==> src/rtl/plh_pkg.sv <==
// Shared constants, codes and types for the pixel histogram.
package plh_pkg;

  localparam int BINS_PER_BANK = 256;
  localparam int BIN_W         = $clog2(BINS_PER_BANK);
  localparam int NUM_BANKS     = 3;
  localparam int BANK_W        = 2;
  localparam int COUNT_WIDTH   = 32;
  localparam int OUT_W         = 32;
  localparam int PIX_W         = 8;
  localparam int INDEX_W       = BIN_W + BANK_W;

  // luma = (306 r + 601 g + 117 b) >> 10
  localparam int LUMA_R     = 306;
  localparam int LUMA_G     = 601;
  localparam int LUMA_B     = 117;
  localparam int LUMA_SHIFT = 10;
  localparam int LUMA_SUM_W = PIX_W + LUMA_SHIFT;

  localparam logic [1:0] ACT_ADD        = 2'd0;
  localparam logic [1:0] ACT_READ       = 2'd1;
  localparam logic [1:0] ACT_READ_CLEAR = 2'd2;
  localparam logic [1:0] ACT_CLEAR_PIX  = 2'd3;

  localparam logic [1:0] MODE_LUMA     = 2'd0;
  localparam logic [1:0] MODE_LUMA_SAT = 2'd1;
  localparam logic [1:0] MODE_RGB      = 2'd2;

  // Decoded request: which bank entries to touch and what to do with them.
  typedef struct packed {
    logic [NUM_BANKS-1:0]            inc;
    logic [NUM_BANKS-1:0][BIN_W-1:0] addr;
    logic                            count_pix;
    logic                            rd;
    logic                            clr;
    logic                            clr_pix;
    logic [BANK_W-1:0]               bank;
  } bank_req_t;

endpackage

==> src/rtl/plh_map.sv <==
// Decodes one request into per-bank bin addresses (luma, saturation, rgb).
module plh_map (
  input  logic [1:0]                   hist_mode,
  input  logic [1:0]                   action,
  input  logic [plh_pkg::PIX_W-1:0]    red,
  input  logic [plh_pkg::PIX_W-1:0]    green,
  input  logic [plh_pkg::PIX_W-1:0]    blue,
  input  logic [plh_pkg::INDEX_W-1:0]  bin_index,
  output plh_pkg::bank_req_t           req
);

  logic [plh_pkg::LUMA_SUM_W-1:0] luma_sum;
  logic [plh_pkg::PIX_W-1:0]      luma;
  logic [plh_pkg::PIX_W-1:0]      d_rg;
  logic [plh_pkg::PIX_W-1:0]      d_gb;
  logic [plh_pkg::PIX_W-1:0]      sat;

  assign luma_sum = plh_pkg::LUMA_SUM_W'(plh_pkg::LUMA_R * 32'(red)
                                       + plh_pkg::LUMA_G * 32'(green)
                                       + plh_pkg::LUMA_B * 32'(blue));
  assign luma = plh_pkg::PIX_W'(luma_sum >> plh_pkg::LUMA_SHIFT);
  assign d_rg = (red > green) ? red - green : green - red;
  assign d_gb = (green > blue) ? green - blue : blue - green;
  // max of two 8-bit differences never exceeds 255, no clamp needed
  assign sat  = (d_rg > d_gb) ? d_rg : d_gb;

  always_comb begin
    req      = '0;
    req.bank = bin_index[plh_pkg::BIN_W +: plh_pkg::BANK_W];
    unique case (action)
      plh_pkg::ACT_ADD: begin
        unique case (hist_mode)
          plh_pkg::MODE_LUMA: begin
            req.inc       = 3'b001;
            req.addr[0]   = luma;
            req.count_pix = 1'b1;
          end
          plh_pkg::MODE_LUMA_SAT: begin
            req.inc       = 3'b011;
            req.addr[0]   = luma;
            req.addr[1]   = sat;
            req.count_pix = 1'b1;
          end
          plh_pkg::MODE_RGB: begin
            req.inc       = 3'b111;
            req.addr[0]   = red;
            req.addr[1]   = green;
            req.addr[2]   = blue;
            req.count_pix = 1'b1;
          end
          default: begin
            // unused mode: pixel ignored
            req.inc = '0;
          end
        endcase
      end
      plh_pkg::ACT_READ: begin
        req.rd = 1'b1;
        for (int k = 0; k < plh_pkg::NUM_BANKS; k++) begin
          req.addr[k] = bin_index[plh_pkg::BIN_W-1:0];
        end
      end
      plh_pkg::ACT_READ_CLEAR: begin
        req.rd  = 1'b1;
        req.clr = 1'b1;
        for (int k = 0; k < plh_pkg::NUM_BANKS; k++) begin
          req.addr[k] = bin_index[plh_pkg::BIN_W-1:0];
        end
      end
      plh_pkg::ACT_CLEAR_PIX: begin
        req.clr_pix = 1'b1;
      end
    endcase
  end

endmodule
==> config.mk <==
export PLATFORM = sky130hd
export DESIGN_NAME = plh_map
export DESIGN_NICKNAME = d
export VERILOG_FILES = /design/src/rtl/plh_pkg.sv /design/src/rtl/plh_map.sv
export SDC_FILE = /design/constraint.sdc
export NUM_CORES = 1
export LEC_CHECK = 0
export BUFFER_PORTS_ARGS = -buffer_cell sky130_fd_sc_hd__buf_2
export CAP_MARGIN = 20
export CORE_MARGIN = 2
export CORE_UTILIZATION = 40
export DETAILED_ROUTE_END_ITERATION = 10
export SLEW_MARGIN = 20
export SYNTH_ARGS = -nofsm -noshare
export SYNTH_HDL_FRONTEND = slang
export SYNTH_SLANG_ARGS = --single-unit
==> constraint.sdc <==
create_clock -name vclk -period 6
set_input_delay 0.3 -clock vclk [all_inputs]
set_output_delay 0.3 -clock vclk [all_outputs]
set_load 0.01 [all_outputs]
After elaboration in Yosys (flattened, before gate mapping)
Cells that the tools add are included.

storage, ports and cells
  register bits after elaboration = 0
  output and inout bits = 33
  logic and storage cells = 34
  input port bits = 38

cells by class
  multiply operators = 3
  order comparisons = 3
  mux-type cells = 13
  eq/ne operators = 5
  add/subtract/negate cells = 6
  reductions and logical operators = 4

operator list
  operator                 count
  $pmux W24 S2             1
  $mux W8                  4
  $sub A8 B8 Y8            4
  $gt A8 B8 Y1             3
  $add A17 B18 Y18         1
  $add A18 B15 Y18         1
  $mul A10 B8 Y18 const A  1
  $pmux W9 S2              1
  $mul A8 B8 Y16 const A   1
  $pmux W8 S2              1
  $mul A7 B8 Y15 const A   1
  $pmux W3 S3              1
  $eq A2 B2 Y1 const B     3
  $eq A2 B1 Y1 const B     2
  $logic_not A2 Y1         2
  $mux W1                  4
  $reduce_or A2 Y1         2
  $mux W3                  1

Longest topological paths before layout
  word-level depth = 6
  gate-level depth with buffers = 27
  mapped depth without buffers = 27

Least setup slack after synthesis
No wires, ideal clock.

  kind = input -> output
  from = in red[3] (netlist name)
  to = out req[12] (netlist name)
  cell stages on the path = 23
  path buffers = 0
  setup slack = -0.082 ns
  required time = 5.700 ns
  arrival time = 5.782 ns
  cells stage by stage = ha_1 -> ha_1 -> fa_1 -> ha_1 -> ha_1 -> nor2b_1 -> o21ai_0 -> a21boi_0 -> o21ai_0 -> a21boi_0 -> o21a_1 -> nor2_1 -> xor2_1 -> fa_1 -> fa_1 -> inv_1 -> ha_1 -> and2_1 -> a22o_1 -> a311o_1 -> xor2_1 -> o21ai_0 -> a221oi_1

RTL lines
  item         line          text
  from (decl)  plh_map.sv:5  input logic [plh_pkg::PIX_W-1:0] red,
  to (decl)    plh_map.sv:9  output plh_pkg::bank_req_t req

==> results_dict.tcl <==
set metrics [dict create \
    antenna_found_initial 0 \
    max-cap-violations 0 \
    netlist_area_sq_um 5810 \
    io_pins 71 \
    critPathCaptureType "output pin" \
    status "finished, violations left" \
    start_util 0.404 \
    yosysTopAreaCell "ha_1" \
    critPathMaxFanout 3 \
    fp-row-count 44 \
    slowest_stage "fa_1" \
    yosys_warnings 0 \
    yosysMostFrequentCell "inv_1" \
    die_height_um 125 \
    ys_types 52 \
    slowest_delay_ns 0.64 \
    final_nets 1055 \
    design.seq.count 0 \
    period_needed_ns 6.14 \
    ir_drop_uv 523 \
    whs_ns 0.600 \
    grt_pass1_vias 5492 \
    critPathLaunchType "primary input" \
    wl_um 16700 \
    worst_pin_slew_ns 0.934 \
    max_freq_ghz 0.163 \
    vias 5075 \
    ctsHoldBuffers 0 \
    grt_setup_unrepaired "true" \
    slew_headroom 0.377 \
    syn_inst 679 \
    grt_pass1_wl_um 27100 \
    antenna_left 0 \
    crit_arrival_ns 5.84 \
    hold_depth 0 \
    grt_usage 0.213 \
    die_area_sq_um 15500 \
    fin_crit_sh 1.02 \
    die_x_um 125 \
    overflow 0 \
    synth_common_cells "169 x inv_1, 157 x ha_1, 73 x fa_1, 45 x nand2_1, 43 x a21oi_1" \
    crit_required_ns 5.70 \
    synth_area_per_cell_sq_um 8.56 \
    worst_slack_ns -0.143 \
    cellLeakagePower_nw 3.89 \
    ff_latch_area_sq_um 0 \
    yosysSeqAreaShare 0 \
    setup_tns_ns -0.277 \
    hold_viol_final 0 \
    hp-start "bin_index[9]" \
    hold_end "req[1]" \
    drc_errors 0 \
    syn_nets 947 \
    wire_per_inst_um 17.3 \
    fillers 1351 \
    diodes 0 \
    io_buffers 67 \
    power.density_nw_per_um2 564 \
    min_path_type "primary input to output pin" \
    dr.pass1.iters 5 \
    dp_hpwl_um 14300 \
    critical_path_class "primary input to output pin" \
    slew_viol_final 0 \
    nClkBuffers 0 \
    core_sq_um 14400 \
    setup_viol 2 \
    syn_to_final_growth_pct 24.3 \
    via_per_inst 5.24 \
    grt_max_degree 28 \
    globalplace.congestion 0.971 \
    yosys-top-cells-area "ha_1 34%, fa_1 25%, inv_1 11%" \
    drive_above_1_share 0.238 \
    drtIter0Drc 287 \
    synth_top_area_share 0.338 \
    violations "setup timing" \
]
critical path, delay by kind of cell:
family | cells | cell delay (ns)
AO/OA/AOI/OAI | 8 | 1.35
XOR/XNOR | 2 | 0.24
adder cells (fa/ha/maj) | 9 | 3.25
buffers and inverters | 7 | 0.72
cell type report:
class,instances,area (sq um),share of cell area
multi-input cells,490,5510,0.764
repair buffers,126,843,0.117
inverters,169,634,0.0878
well taps,184,230,0.0319
per-stage QoR:
| step | power, mW | utilization | instances | setup WS (ns) | area (sq um) |
|---|---|---|---|---|---|
| final | 4.07 | 0.503 | 969 | -0.143 | 7220 |
| after global routing | 4.57 | 0.503 | 969 | -0.317 | 7220 |
| after CTS | 3.77 | 0.487 | 967 | -0.103 | 7000 |
| after detailed placement | 3.30 | 0.465 | 963 | -0.565 | 6680 |
| after global placement | 3.21 | 0.465 | 963 | -0.405 | 6680 |
| after floorplan | 2.14 | - | 679 | 0.0205 | 5820 |
layer usage:
layer | vias to the layer above | GRT usage | wire (um)
met5 | - | 0 | 0
met4 | 0 | 0.0377 | 323
met3 | 28 | 0.00988 | 653
met2 | 118 | 0.391 | 8540
met1 | 2483 | 0.281 | 7200
li1 | 2446 | - | -
worst max-delay path by stage:
stage,start,endpoint,depth (start not counted)
floorplan,red[3],req[12],23
global placement,red[2],req[12],28
detailed placement,red[2],req[12],28
CTS,red[5],req[12],25
global route,red[4],req[12],25
finish,red[4],req[13],26
repair_timing:
| action | CTS | global route |
|---|---|---|
| endpoints found under the hold margin | 0 | 0 |
| pin swaps | 46 | 42 |
| resized for setup | 56 | 34 |
| buffers inserted | 4 | 2 |
| setup endpoints to repair | 8 | 8 |
report_power, final:
group | switching (mW) | leakage [nW] | total, mW | internal [mW]
Combinational | 2.01 | 3.89 | 4.07 | 2.07
Clock | 0 | 0 | 0 | 0
Sequential | 0 | 0 | 0 | 0
placed cells by master (no fill, tap or decap), types with 12 or more instances in the layout:
cell,netlist,final
o21ai_0,21,12
ha_1,157,132
inv_1,169,161
a21o_1,18,18
a21oi_1,43,38
fa_1,73,71
ha_4,0,23
xor2_1,13,12
buf_4,3,53
buf_2,3,62
nand2_1,45,45
xnor2_1,14,13
cells by family after synthesis:
kind of cell / Yosys count / synth area share
AOI/OAI and AO/OA: 133 / 0.151
xor gates and xnor gates: 28 / 0.0435
muxes: 11 / 0.0198
adders and majority gates: 230 / 0.589
buffers and inverters: 189 / 0.126
and+or+nand+nor: 88 / 0.0706
(Power assumes the default switching activity.)
